File: src/hw/rtl/ffba_pkg.sv
// Shared types and codes for the first-fit block allocator.
// No dependencies.
package ffba_pkg;

  localparam int unsigned OffW   = 22;
  localparam int unsigned BytesW = 23;
  localparam int unsigned StatW  = 3;

  typedef enum logic [2:0] {
    StDone     = 3'd0,
    StZeroSize = 3'd1,
    StNoFit    = 3'd2,
    StBadFree  = 3'd3,
    StNullFree = 3'd4
  } status_e;

  // Classified request handed from front to back
  typedef struct packed {
    logic              is_free;
    logic              trivial;   // answered without touching the table
    status_e           status;
    logic [BytesW-1:0] need;      // rounded size for allocate
    logic [OffW-1:0]   foff;
  } req_t;

endpackage

File: src/hw/rtl/ffba_front.sv
// Front end: accepts requests, rounds sizes and flags trivial cases.
// Depends on ffba_pkg.
module ffba_front (
  input  logic                       clk_i,
  input  logic                       rst_ni,
  input  logic                       push_i,
  output logic                       full_o,
  input  logic                       mode_i,
  input  logic [ffba_pkg::BytesW-1:0] request_bytes_i,
  input  logic [ffba_pkg::OffW-1:0]   free_offset_i,
  output logic                       req_valid_o,
  output ffba_pkg::req_t             req_o,
  input  logic                       req_take_i
);
  import ffba_pkg::*;

  // Two-entry queue between front and back
  req_t        q_mem [2];
  logic        wr_ptr_q, rd_ptr_q;
  logic [1:0]  cnt_q;
  req_t        cls;
  logic [BytesW:0] rnd;
  logic        do_push, do_pop;

  // Classify the incoming transaction
  always_comb begin
    rnd = ({1'b0, request_bytes_i} + (BytesW+1)'(15)) & ~(BytesW+1)'(15);
    cls.is_free = mode_i;
    cls.need    = rnd[BytesW-1:0];
    cls.foff    = free_offset_i;
    cls.trivial = 1'b0;
    cls.status  = StDone;
    if (!mode_i && request_bytes_i == '0) begin
      cls.trivial = 1'b1;
      cls.status  = StZeroSize;
    end else if (mode_i && free_offset_i == '0) begin
      cls.trivial = 1'b1;
      cls.status  = StNullFree;
    end else if (!mode_i && rnd[BytesW]) begin
      cls.trivial = 1'b1;   // larger than any arena
      cls.status  = StNoFit;
    end
  end

  assign full_o      = cnt_q == 2'd2;
  assign req_valid_o = cnt_q != 2'd0;
  assign req_o       = q_mem[rd_ptr_q];
  assign do_push     = push_i && !full_o;
  assign do_pop      = req_take_i && req_valid_o;

  always_ff @(posedge clk_i) begin
    if (do_push) q_mem[wr_ptr_q] <= cls;
  end

  always_ff @(posedge clk_i or negedge rst_ni) begin
    if (!rst_ni) begin
      wr_ptr_q <= 1'b0;
      rd_ptr_q <= 1'b0;
      cnt_q    <= 2'd0;
    end else begin
      if (do_push) wr_ptr_q <= ~wr_ptr_q;
      if (do_pop)  rd_ptr_q <= ~rd_ptr_q;
      cnt_q <= cnt_q + {1'b0, do_push} - {1'b0, do_pop};
    end
  end

endmodule

File: src/hw/rtl/ffba_back.sv
// Back end: walks the block table for search, split shift and coalescing.
// Depends on ffba_pkg.
module ffba_back #(
  parameter int unsigned ArenaBytes    = 4194304,
  parameter int unsigned HeaderBytes   = 24,
  parameter int unsigned MinSplitBytes = 16,
  parameter int unsigned MaxBlocks     = 64
) (
  input  logic                        clk_i,
  input  logic                        rst_ni,
  input  logic                        req_valid_i,
  input  ffba_pkg::req_t              req_i,
  output logic                        req_take_o,
  output logic                        res_valid_o,
  input  logic                        res_take_i,
  output logic [ffba_pkg::OffW-1:0]   payload_offset_o,
  output logic [ffba_pkg::StatW-1:0]  status_o,
  output logic [ffba_pkg::BytesW-1:0] bytes_used_o,
  output logic [ffba_pkg::BytesW-1:0] bytes_free_o
);
  import ffba_pkg::*;

  localparam int unsigned IdxW = $clog2(MaxBlocks);
  localparam int unsigned CntW = $clog2(MaxBlocks + 1);
  localparam int unsigned SzW  = BytesW + 1;

  typedef enum logic [10:0] {
    SIdle   = 11'b00000000001,
    SRead   = 11'b00000000010,
    SCheck  = 11'b00000000100,
    SShRd   = 11'b00000001000,
    SShWr   = 11'b00000010000,
    SFin    = 11'b00000100000,
    SMrgRd  = 11'b00001000000,
    SMrgChk = 11'b00010000000,
    SDnRd   = 11'b00100000000,
    SDnWr   = 11'b01000000000,
    SResult = 11'b10000000000
  } state_e;

  // Table memory: start, size, free in one word
  localparam int unsigned EntW = OffW + SzW + 1;
  logic [EntW-1:0] mem [MaxBlocks];
  logic [EntW-1:0] rd_q;
  logic            mem_we;
  logic [IdxW-1:0] mem_wa, mem_ra;
  logic [EntW-1:0] mem_wd;

  state_e          st_q, st_d;
  logic [CntW-1:0] count_q, count_d;
  logic [BytesW-1:0] used_q, used_d;
  logic [CntW-1:0] i_q, i_d;          // walk index
  logic [CntW-1:0] hit_q, hit_d;
  logic [OffW-1:0] hstart_q, hstart_d;
  logic [SzW-1:0]  hsize_q, hsize_d;
  logic            split_q, split_d;
  logic            merging_q, merging_d; // second split write / left-neighbor phase
  logic [OffW-1:0] pay_q, pay_d;
  status_e         stat_q, stat_d;
  logic            clr_q, clr_d;      // reset clearing pass
  req_t            req_q;             // request being worked

  logic [OffW-1:0] e_start;
  logic [SzW-1:0]  e_size;
  logic            e_free;

  assign e_start = rd_q[EntW-1 -: OffW];
  assign e_size  = rd_q[1 +: SzW];
  assign e_free  = rd_q[0];

  function automatic logic [EntW-1:0] ent(logic [OffW-1:0] s, logic [SzW-1:0] z, logic f);
    return {s, z, f};
  endfunction

  always_ff @(posedge clk_i) begin
    if (mem_we) mem[mem_wa] <= mem_wd;
    rd_q <= mem[mem_ra];
  end

  // Main sequencer
  always_comb begin
    st_d = st_q; count_d = count_q; used_d = used_q; i_d = i_q; hit_d = hit_q;
    hstart_d = hstart_q; hsize_d = hsize_q; split_d = split_q;
    merging_d = merging_q; pay_d = pay_q; stat_d = stat_q; clr_d = clr_q;
    mem_we = 1'b0; mem_wa = '0; mem_wd = '0; mem_ra = i_q[IdxW-1:0];
    req_take_o = 1'b0;
    unique case (st_q)
      SIdle: begin
        if (clr_q) begin
          mem_we = 1'b1;
          mem_wa = '0;
          mem_wd = ent('0, SzW'(ArenaBytes - HeaderBytes), 1'b1);
          clr_d  = 1'b0;
        end else if (req_valid_i) begin
          req_take_o = 1'b1;
          pay_d  = '0;
          i_d    = '0;
          merging_d = 1'b0;
          if (req_i.trivial) begin
            stat_d = req_i.status;
            st_d   = SResult;
          end else begin
            st_d = SRead;
          end
        end
      end
      SRead: begin
        mem_ra = i_q[IdxW-1:0];
        st_d   = SCheck;
      end
      SCheck: begin
        // read data for entry i_q is now registered
        if (!req_q.is_free && e_free && e_size >= {1'b0, req_q.need}) begin
          hit_d    = i_q;
          hstart_d = e_start;
          hsize_d  = e_size;
          split_d  = (e_size >= SzW'(req_q.need) + SzW'(HeaderBytes) + SzW'(MinSplitBytes))
                     && (count_q < CntW'(MaxBlocks));
          pay_d    = OffW'(e_start + OffW'(HeaderBytes));
          stat_d   = StDone;
          i_d      = count_q;
          st_d     = SFin;
          if ((e_size >= SzW'(req_q.need) + SzW'(HeaderBytes) + SzW'(MinSplitBytes))
              && (count_q < CntW'(MaxBlocks)) && (count_q > i_q + CntW'(1))) begin
            i_d  = count_q - CntW'(1);
            st_d = SShRd;
          end
        end else if (req_q.is_free && !e_free
                     && (OffW+1)'(e_start) + (OffW+1)'(HeaderBytes) == {1'b0, req_q.foff}) begin
          mem_we = 1'b1;
          mem_wa = i_q[IdxW-1:0];
          mem_wd = ent(e_start, e_size, 1'b1);
          used_d = (used_q >= BytesW'(e_size + SzW'(HeaderBytes)))
                   ? used_q - BytesW'(e_size + SzW'(HeaderBytes)) : '0;
          stat_d    = StDone;
          hit_d     = i_q;
          hstart_d  = e_start;
          hsize_d   = e_size;
          merging_d = 1'b0;
          i_d       = i_q + CntW'(1);
          st_d      = SMrgRd;
        end else if (i_q + CntW'(1) >= count_q) begin
          stat_d = req_q.is_free ? StBadFree : StNoFit;
          st_d   = SResult;
        end else begin
          i_d  = i_q + CntW'(1);
          st_d = SRead;
        end
      end
      // shift entries above hit up by one, from the top down
      SShRd: begin
        mem_ra = i_q[IdxW-1:0];
        st_d   = SShWr;
      end
      SShWr: begin
        mem_we = 1'b1;
        mem_wa = IdxW'(i_q + CntW'(1));
        mem_wd = rd_q;
        if (i_q == hit_q + CntW'(1)) st_d = SFin;
        else begin
          i_d  = i_q - CntW'(1);
          st_d = SShRd;
        end
      end
      // finish split or whole grant (a split writes two entries, a whole grant one)
      SFin: begin
        mem_we = 1'b1;
        if (split_q && !merging_q) begin
          mem_wa = IdxW'(hit_q + CntW'(1));
          mem_wd = ent(OffW'(hstart_q + OffW'(HeaderBytes) + OffW'(req_q.need)),
                       hsize_q - SzW'(req_q.need) - SzW'(HeaderBytes), 1'b1);
          merging_d = 1'b1;   // reuse flag: second write pending
        end else begin
          mem_wa = hit_q[IdxW-1:0];
          if (split_q) begin
            mem_wd  = ent(hstart_q, SzW'(req_q.need), 1'b0);
            count_d = count_q + CntW'(1);
            used_d  = used_q + BytesW'(req_q.need) + BytesW'(HeaderBytes);
          end else begin
            mem_wd  = ent(hstart_q, hsize_q, 1'b0);
            used_d  = used_q + BytesW'(hsize_q + SzW'(HeaderBytes));
          end
          merging_d = 1'b0;
          st_d = SResult;
        end
      end
      // coalesce: check right neighbor (merging_q low), then left neighbor
      SMrgRd: begin
        if (!merging_q && i_q >= count_q) begin
          merging_d = 1'b1;
          i_d       = hit_q - CntW'(1);
        end else if (merging_q && hit_q == '0) begin
          st_d = SResult;
        end else begin
          mem_ra = i_q[IdxW-1:0];
          st_d   = SMrgChk;
        end
      end
      SMrgChk: begin
        if (!merging_q) begin
          // rd_q is the right neighbor of the freed block
          if (e_free) begin
            mem_we  = 1'b1;
            mem_wa  = hit_q[IdxW-1:0];
            mem_wd  = ent(hstart_q, hsize_q + e_size + SzW'(HeaderBytes), 1'b1);
            hsize_d = hsize_q + e_size + SzW'(HeaderBytes);
            count_d = count_q - CntW'(1);
            if (i_q + CntW'(1) < count_q) begin
              i_d  = i_q + CntW'(1);
              st_d = SDnRd;
            end else begin
              merging_d = 1'b1;
              i_d       = hit_q - CntW'(1);
              st_d      = SMrgRd;
            end
          end else begin
            merging_d = 1'b1;
            i_d       = hit_q - CntW'(1);
            st_d      = SMrgRd;
          end
        end else begin
          // rd_q is the left neighbor of the freed block
          if (e_free) begin
            mem_we  = 1'b1;
            mem_wa  = i_q[IdxW-1:0];
            mem_wd  = ent(e_start, e_size + hsize_q + SzW'(HeaderBytes), 1'b1);
            count_d = count_q - CntW'(1);
            if (hit_q + CntW'(1) < count_q) begin
              i_d  = hit_q + CntW'(1);
              st_d = SDnRd;
            end else begin
              st_d = SResult;
            end
          end else begin
            st_d = SResult;
          end
        end
      end
      // close the gap: move entries down by one, up to the last entry
      SDnRd: begin
        mem_ra = i_q[IdxW-1:0];
        st_d   = SDnWr;
      end
      SDnWr: begin
        mem_we = 1'b1;
        mem_wa = IdxW'(i_q - CntW'(1));
        mem_wd = rd_q;
        if (i_q >= count_q) begin
          if (!merging_q) begin
            merging_d = 1'b1;
            i_d       = hit_q - CntW'(1);
            st_d      = SMrgRd;
          end else begin
            st_d = SResult;
          end
        end else begin
          i_d  = i_q + CntW'(1);
          st_d = SDnRd;
        end
      end
      SResult: begin
        if (res_take_i) st_d = SIdle;
      end
      default: st_d = SIdle;
    endcase
  end

  always_ff @(posedge clk_i or negedge rst_ni) begin
    if (!rst_ni) begin
      st_q <= SIdle; count_q <= CntW'(1); used_q <= '0; i_q <= '0; hit_q <= '0;
      split_q <= 1'b0; merging_q <= 1'b0; stat_q <= StDone; clr_q <= 1'b1;
    end else begin
      st_q <= st_d; count_q <= count_d; used_q <= used_d; i_q <= i_d; hit_q <= hit_d;
      split_q <= split_d; merging_q <= merging_d; stat_q <= stat_d; clr_q <= clr_d;
    end
  end

  always_ff @(posedge clk_i) begin
    hstart_q <= hstart_d; hsize_q <= hsize_d; pay_q <= pay_d;
    if (req_take_o) req_q <= req_i;
  end

  assign res_valid_o      = st_q == SResult;
  assign payload_offset_o = pay_q;
  assign status_o         = stat_q;
  assign bytes_used_o     = used_q;
  assign bytes_free_o     = BytesW'(ArenaBytes) - used_q;

endmodule

File: src/hw/rtl/first_fit_block_allocator.sv
// First-fit block allocator with coalescing over a fixed arena.
// Queue-style request and result channels. Each transaction returns one
// result with offset, status and used/free byte counts.
// Zero-size, null-free and oversize requests go straight to the result
// without touching the table. Otherwise the back end reads and checks
// table entries in turn for the first-fit or offset search. An allocate
// then shifts entries up when a split grows the table and writes the
// granted entry and, on a split, the free remainder. A free checks the
// right and then the left neighbor and moves entries down on each merge.
// One request is worked at a time; a two-entry queue lets the front end
// take up to two more while the back end is busy.
// Reset: the table memory is one free block; entry zero is rewritten by a
// clearing pass after reset, before any request is taken.
// A stalled result (pop low) holds the back end; the front queue keeps
// accepting until it is full.
// Depends on ffba_pkg, ffba_front, ffba_back.
module first_fit_block_allocator #(
  parameter int unsigned ArenaBytes    = 4194304,
  parameter int unsigned HeaderBytes   = 24,
  parameter int unsigned MinSplitBytes = 16,
  parameter int unsigned MaxBlocks     = 64
) (
  input  logic                        clk_i,
  input  logic                        rst_ni,
  input  logic                        push,
  output logic                        full,
  input  logic                        mode_i,
  input  logic [ffba_pkg::BytesW-1:0] request_bytes_i,
  input  logic [ffba_pkg::OffW-1:0]   free_offset_i,
  output logic                        empty,
  input  logic                        pop,
  output logic [ffba_pkg::OffW-1:0]   payload_offset_o,
  output logic [ffba_pkg::StatW-1:0]  status_o,
  output logic [ffba_pkg::BytesW-1:0] bytes_used_o,
  output logic [ffba_pkg::BytesW-1:0] bytes_free_o
);
  import ffba_pkg::*;

  logic req_valid, req_take, res_valid;
  req_t req;

  ffba_front u_front (
    .clk_i, .rst_ni, .push_i(push), .full_o(full), .mode_i, .request_bytes_i,
    .free_offset_i, .req_valid_o(req_valid), .req_o(req), .req_take_i(req_take)
  );

  ffba_back #(
    .ArenaBytes(ArenaBytes), .HeaderBytes(HeaderBytes),
    .MinSplitBytes(MinSplitBytes), .MaxBlocks(MaxBlocks)
  ) u_back (
    .clk_i, .rst_ni, .req_valid_i(req_valid), .req_i(req), .req_take_o(req_take),
    .res_valid_o(res_valid), .res_take_i(pop), .payload_offset_o, .status_o,
    .bytes_used_o, .bytes_free_o
  );

  assign empty = !res_valid;

endmodule

File: config.mk
export PLATFORM = sky130hd
export DESIGN_NAME = first_fit_block_allocator
export DESIGN_NICKNAME = d
export VERILOG_FILES = /design/src/hw/rtl/ffba_pkg.sv /design/src/hw/rtl/ffba_front.sv /design/src/hw/rtl/ffba_back.sv /design/src/hw/rtl/first_fit_block_allocator.sv
export SDC_FILE = /design/constraint.sdc
export NUM_CORES = 2
export LEC_CHECK = 0
export BUFFER_PORTS_ARGS = -buffer_cell sky130_fd_sc_hd__buf_2
export CAP_MARGIN = 0
export CORE_ASPECT_RATIO = 0.8
export CORE_MARGIN = 1.5
export CORE_UTILIZATION = 40
export DETAILED_ROUTE_END_ITERATION = 8
export PLACE_DENSITY = 0.53
export SLEW_MARGIN = 20
export SYNTH_ARGS = -nofsm -noshare
export SYNTH_HDL_FRONTEND = slang
export SYNTH_SLANG_ARGS = --single-unit
export TNS_END_PERCENT = 10
File: constraint.sdc
create_clock -name clk_i -period 9.6 [get_ports clk_i]
set_clock_uncertainty 0.2 [all_clocks]
set_input_delay 1.44 -clock clk_i [delete_from_list [all_inputs] [get_ports clk_i]]
set_output_delay 1.44 -clock clk_i [all_outputs]
set_load 0.02 [all_outputs]
# After elaboration in Yosys (flattened, before gate mapping)
# Memory sizes are Yosys's and may differ from the RTL's. A register that Yosys moved wholly into a read port is not among the register bits.
# Cells that the tools add are included.
[op_classes] n_addsub=26 order_cmp=9 eq_ne=35 muxes=109 bitwise_logic=2 n_reduce_logical=43
[op_table] cell="two-way mux 47 bit" count=6
[op_table] cell="one-hot mux 47 bit (5 select lines)" count=1
[op_table] cell="two-way mux 11 bit" count=15
[op_table] cell="two-way mux 7 bit" count=20
[op_table] cell="two-way mux 23 bit" count=6
[op_table] cell="one-hot mux 11 bit (11 select lines)" count=1
[op_table] cell="two-way mux 22 bit" count=5
[op_table] cell="two-way mux 24 bit" count=4
[op_table] cell="adder 23 x 5 -> 23 bit, second input constant" count=3
[op_table] cell="adder 24 x 5 -> 24 bit, second input constant" count=2
[op_table] cell="two-way mux 6 bit" count=8
[op_table] cell="one-hot mux 24 bit (2 select lines)" count=1
[op_table] cell="adder 23 bit" count=2
[op_table] cell="one-hot mux 23 bit (2 select lines)" count=1
[op_table] cell="adder 22 x 5 -> 22 bit, second input constant" count=2
[op_table] cell="one-hot mux 22 bit (2 select lines)" count=1
[op_table] cell="one-hot mux 7 bit (6 select lines)" count=1
[op_table] cell="one-hot mux 6 bit (5 select lines)" count=1
[op_table] cell="two-way mux 25 bit" count=1
[op_table] cell="adder 23 x 4 -> 24 bit, second input constant" count=1
[op_table] cell="adder 23 x 5 -> 24 bit, second input constant" count=1
[op_table] cell="adder 24 bit" count=1
[op_table] cell="greater-or-equal comparator 24 x 23 -> 1 bit" count=1
[op_table] cell="greater-or-equal comparator 24 bit" count=1
[op_table] cell="other kinds (59)" count=138
[totals] register_bits=179 mem_bits_rw=3100 input_bits=50 n_memories=2
[mem_list] memory="u_back.mem" depth=64 width=47 rd=1 rd_ports_with_merged_regs=1 wr=1 line_no="ffba_back.sv:43" rtl="logic [EntW-1:0] mem [MaxBlocks];"
[mem_list] memory="u_front.q_mem" depth=2 width=46 rd=1 rd_ports_with_merged_regs=0 wr=1 line_no="ffba_front.sv:18" rtl="req_t q_mem [2];"

# Logic depth before layout (Yosys ltp)
[logic_depth] depth_word=8 ltp_mapped=18

# Modules after synthesis
# From an unflattened synthesis, not the netlist that was laid out.
[hier_totals] cells_unflattened=7038 hier_area_um2=139508.8
[by_module_without_submodules] mod="ffba_back" instances=1 cells_per_inst=6803 area_per_inst_um2=135477.4
[by_module_without_submodules] mod="ffba_front" instances=1 cells_per_inst=234 area_per_inst_um2=4027.6
[by_module_without_submodules] mod="first_fit_block_allocator" instances=1 cells_per_inst=1 area_per_inst_um2=3.8

# Worst setup path before layout
# No wires, ideal clock.
[synth_path] path_kind="register to register" from="reg u_back.i_q[0]" to="mem u_back.mem[8][0] (netlist bit) (enable)" arrival_ns=6.606 t_required_ns=8.890 setup_slack_ns=2.284 path_stages_with_launch=15 synth_period_minus_slack_ns=7.316 cell_sequence="dfrtp_1 > clkbuf_1 > clkbuf_1 > buf_1 > inv_1 > ha_1 > nor3b_1 > xnor2_1 > a2bb2oi_1 > o21ai_0 > a221o_1 > o21bai_1 > or3_1 > clkbuf_1 > nor3_1"
[synth_via] elab_chain_cells=3 word_cells_on_any_way=7
[synth_rtl] element="start, declared" line_no="ffba_back.sv:52" rtl="logic [CntW-1:0] i_q, i_d;"
[synth_rtl] element="start signal, assigned" line_no="ffba_back.sv:273" rtl="st_q <= st_d; count_q <= count_d; used_q <= used_d; i_q <= i_d; hit_q <= hit_d;"
[synth_rtl] element="parallel branches: the longest is 2 deep, another holds subtractor 7 x 1 -> 7 bit"
[synth_rtl] element="one-hot mux 6 bit (5 select lines) (*)" line_no="ffba_back.sv:87" rtl="unique case (st_q)"
[synth_rtl] element="end, declared" line_no="ffba_back.sv:43"
# Every way passes the cells marked *.

# Worst setup path after layout
[layout_path] from="reg u_back.rd_q[28], read port of u_back.mem" to="mem u_back.mem[45][6] (netlist bit) (enable)"
[layout_via] elab_chain_cells=8 word_cells_on_any_way=11
[layout_rtl] element="start, declared" line_no="ffba_back.sv:44" rtl="logic [EntW-1:0] rd_q;"
[layout_rtl] element="adder 22 x 5 -> 23 bit (*)" line_no="ffba_back.sv:129" rtl="&& (OffW+1)'(e_start) + (OffW+1)'(HeaderBytes) == {1'b0, req_q.foff}) begin"
[layout_rtl] element="== test 23 x 22 -> 1 bit (*)" line_no="ffba_back.sv:129"
[layout_rtl] element="logical AND 1 bit (*)" line_no="ffba_back.sv:129"
[layout_rtl] element="two-way mux 1 bit" line_no="ffba_back.sv:128" rtl="end else if (req_q.is_free && !e_free"
[layout_rtl] element="two-way mux 1 bit" line_no="ffba_back.sv:113" rtl="if (!req_q.is_free && e_free && e_size >= {1'b0, req_q.need}) begin"
[layout_rtl] element="one-hot mux 1 bit (4 select lines)" line_no="ffba_back.sv:87"
[layout_rtl] element="two-way mux 1 bit" line_no="ffba_back.sv:76" rtl="if (mem_we) mem[mem_wa] <= mem_wd;"
[layout_rtl] element="two-way mux 1 bit (implied by the code)" line_no="ffba_back.sv:76"
# Every way passes the cells marked *; elsewhere a longest branch is shown, timed or not.

==> results.md <==
- Hold path cells: 1
- Post-synth top cells: edfxtp_1 (3210), mux4_2 (987), ha_1 (293), nor2_1 (230), clkbuf_1 (223)
- Full die area: between 0.3 and 0.4 mm^2
- Synth top area share: a little under 70%
- Worst r2r src: u_back.rd_q[28]$_DFF_P_
- Slew Limit Fails: 0
- Initial antenna violation count: between 50 and 60
- Nets: 7623
- Slew at the pin closest to its max-slew limit: ~1.1 ns
- Starting Density: 40.1%
- Post-Route Utilization: roughly 45%
- Uppermost layer routed: met5
- CTS root buf: clkbuf_16
- Post-route ant nets: 0
- Worst Path Max Fanout: 29
- Setup-failing EPs final: 0
- Synth Area in Compound Gates: 3.21%
- Hold WC Path Type: reg -> reg
- CTS-repair resized insts: 0
- Cell with the most instances after synthesis: edfxtp_1
- Fin Setup TNS: 0 ns
- Clock transition at path regs: roughly 0.06 ns
- Top_reg_cell synth: edfxtp_1
- Seq/Total Area, Yosys: 71.4%
- Router iterations before antenna repair: 6
- IO buf count: about 120
- Leakage: around 49 nW
- Hold Path End: u_back.clr_q$_DFFE_PN1P_
- Io pins: 123
- Routed met1 length: about 180 mm
- Outcome: completed
- Adder-cell share of the synthesized area: ~2.7%
- Length of routed met3 wiring: approximately 30 mm
- Core Region: roughly 0.35 mm^2
- Filler-free cell count of the finished design: 12131
- Critical Path AT: slightly above 7 ns
- Worst Hold Launch: u_back.clr_q$_DFFE_PN1P_
- Final instance area: roughly 0.16 mm^2
- GRT Util Overall: 22.8%
- WP data required: about 9.9 ns
- Startpoint types: flip-flop
- Met2 WL post-DR: between 150 and 200 mm
- CTS Hold Bufs: 0
- Site row count: ~190
- Rel. slew slack: approximately 25%
- Fmax: around 0.15 GHz
- Final WL: 403 mm
- Largest family of logic cells by synthesized area: multiplexers
- Sink Count: 3322
- R2R Setup Slk: 2.71 ns
- Unique cell type count in the Yosys netlist: between 100 and 150
- Layout cells sized above 1: a little over a quarter
- Post-DP HPWL: roughly 250 mm
- Flop pwr share: 44.5%
- Tcrit/Tclk final: between 70% and 80%
- Worst R2R Path Depth: 13
- Setup WS post-layout: between 2 and 3 ns
- Simple logic cell fraction of the synthesized area: 2.99%
- CTS Buf Count: ~340
- Synth warnings: 0
- Post-CTS setup buffers: 0
- Post-place setup slack: about 2.6 ns
- Drt drc: 0
- DR WL/cell: between 30 and 40 um
- Int Pwr: 0.0267 W
- P per Cell Area: approximately 240 mW/mm^2
- Area grow syn2layout: 13.3%
- Post-DP Area: ~0.15 mm^2
- Post-Syn Area per Cell: around 20 um^2
- Max Buffers Root-to-Sink: 4
- Psw: 0.0109 W
- Die width: around 660 um
- RSZ-0062 raised after global routing: false
- GPL Wtd Cong: roughly 0.86
- Placed cell count: around 12000
- Top cells by area, synth: edfxtp_1 (70%), mux4_2 (16%), ha_1 (2.6%)
- Initial DRC count: 8301
- R2r endpoint: u_back.mem[45][6]$_DFFE_PP_
- Number of global-route vias before repair: around 70000
- H-tree depth: 5
- Synth Net Count: ~7300
- Post-synthesis cell count: 6921
- Combinational Power Share: a little over a fifth
- Async SR Flop Fraction: a little under 2%
- Fin crit period: about 6.9 ns
- Critical path class: reg -> reg
- Routed via count: ~70000
- Max VDD drop: 0.301 mV
- Synthesized flop and latch total: 3322
- Final hold vios: 0
- Die Y: 530 um
- Max-cap viol count: 0
- Clock latency on the worst-skew pair: roughly 0.90 ns
- Clock power frac: roughly a third
- Post-synth top area cell: edfxtp_1
- First-pass GRT wire length: 560 mm
- CP endpoint kind: flip-flop
- Grt ovf: 0
- Via density: 5.93
- XOR/XNOR share of the synthesized area: around 1.6%
- CTS tree: yes
- Sw Ratio: 29.0%
- Pin count of the biggest net entering global routing: around 120
- Post-synthesis mux area share: between 10% and 20%
- Post-synth EDFFs: approximately 3200
- Mapped Area: 0.139 mm^2
==> cells in the final DEF (no fill, tap or decap), types with 19 or more instances in the layout <==
master and instances:
dfxtp_1 47, inv_1 178, nand2b_1 21, o211ai_1 24, clkbuf_1 59, o21a_1 39, bufinv_16 34, mux2_2 55
nor3_1 46, nand4_1 30, mux2i_1 23, and3_1 29, mux4_2 987, xor2_1 88, a31oi_1 20, clkinv_2 63
clkbuf_16 340, nand2_1 199, ha_1 293, a21oi_1 138, nor4_1 24, o21ai_0 117, nor2b_1 26, edfxtp_1 3210
and2_1 19, xnor2_1 159, a211oi_1 20, buf_4 203, clkinv_1 70, nor2_4 61, o221ai_1 25, dfrtp_1 54
nand3_1 83, or3_1 21, a21o_1 49, nor2_1 177, buf_2 121
==> cells by family after synthesis <==
kind of cell | count (synthesis)
flops | 3322
mux | 1068
simple gates | 832
compound gates | 647
buf+inv | 503
fa+ha+maj | 298
xor+xnor | 251
==> sequential cells by signal, indices dropped and copies added (netlist names), 11 cells and up <==
signal / flops
u_back.mem: 3008
u_front.q_mem: 92
u_back.rd_q: 47
u_back.req_q: 42
u_back.hsize_q: 24
u_back.bytes_used_o: 23
u_back.hstart_q: 22
u_back.payload_offset_o: 22
u_back.st_q: 11
==> metrics by stage <==
step / hold WS (ns) / total power (W)
2_1_floorplan: 0.203 / 0.0223
3_3_place_gp: 0.306 / 0.0249
3_5_place_dp: 0.307 / 0.0250
4_1_cts: 0.293 / 0.0379
5_1_grt: 0.320 / 0.0391
6_report: 0.321 / 0.0376
==> worst max path at each step <==
stage | slack, ns | to | cells after the start | start
after global placement | 2.63 | u_back.mem[7][34]$_DFFE_PP_ | 12 | u_back.st_q[1]$_DFFE_PN0P_
after global routing | 2.49 | u_back.mem[45][6]$_DFFE_PP_ | 13 | u_back.rd_q[28]$_DFF_P_
final | 2.71 | u_back.mem[45][6]$_DFFE_PP_ | 13 | u_back.rd_q[28]$_DFF_P_
after detailed placement | 2.59 | u_back.mem[36][31]$_DFFE_PP_ | 12 | u_back.st_q[1]$_DFFE_PN0P_
after CTS | 2.64 | u_back.mem[36][31]$_DFFE_PP_ | 12 | u_back.st_q[1]$_DFFE_PN0P_
after floorplan | 2.28 | u_back.mem[8][0]$_DFFE_PP_ | 14 | u_back.i_q[0]$_DFFE_PN0P_
==> power groups by stage <==
| stage | Clock, W | Combinational (W) | Sequential, W |
|---|---|---|---|
| 3_3_place_gp | 0 | 0.00790 | 0.0170 |
| 2_1_floorplan | 0 | 0.00544 | 0.0169 |
| 6_report | 0.0130 | 0.00792 | 0.0167 |
| 5_1_grt | 0.0137 | 0.00861 | 0.0168 |
| 3_5_place_dp | 0 | 0.00793 | 0.0170 |
| 4_1_cts | 0.0132 | 0.00797 | 0.0167 |
==> cell type report <==
class                           instances  area [um^2]
Multi-Input combinational cell       3096        38600
Sequential cell                      3322        99000
Tap cell                             4582         5730
Clock inverter                        194         1930
Antenna cell                           17         42.5
Timing Repair Buffer                  335         2370
Clock buffer                          400         8740
Inverter                              185          699
Fill cell                           29026       188000
==> worst max-delay path, stage by stage (launching register included) <==
cell      delay (ns)
dfxtp_1         0.49
inv_1           0.08
ha_1            0.24
and4b_1         0.56
nand4_2         0.32
a31oi_1         0.27
a21oi_1         0.07
a2111o_1        0.45
nor4_1          0.73
nand3_1         0.43
o21ai_0         0.35
nand3_1         0.67
nor2_4          1.13
buf_4           0.47
==> per-layer routing <==
| layer | vias up | global-route usage (%) |
|---|---|---|
| met1 | 39042 | 35.2 |
| met3 | 430 | 3.55 |
| li1 | 29568 | - |
| met2 | 2904 | 34.4 |
| met5 | - | 0 |
| met4 | 10 | 4.22 |
No activity file was read; power rests on OpenSTA's default activity.
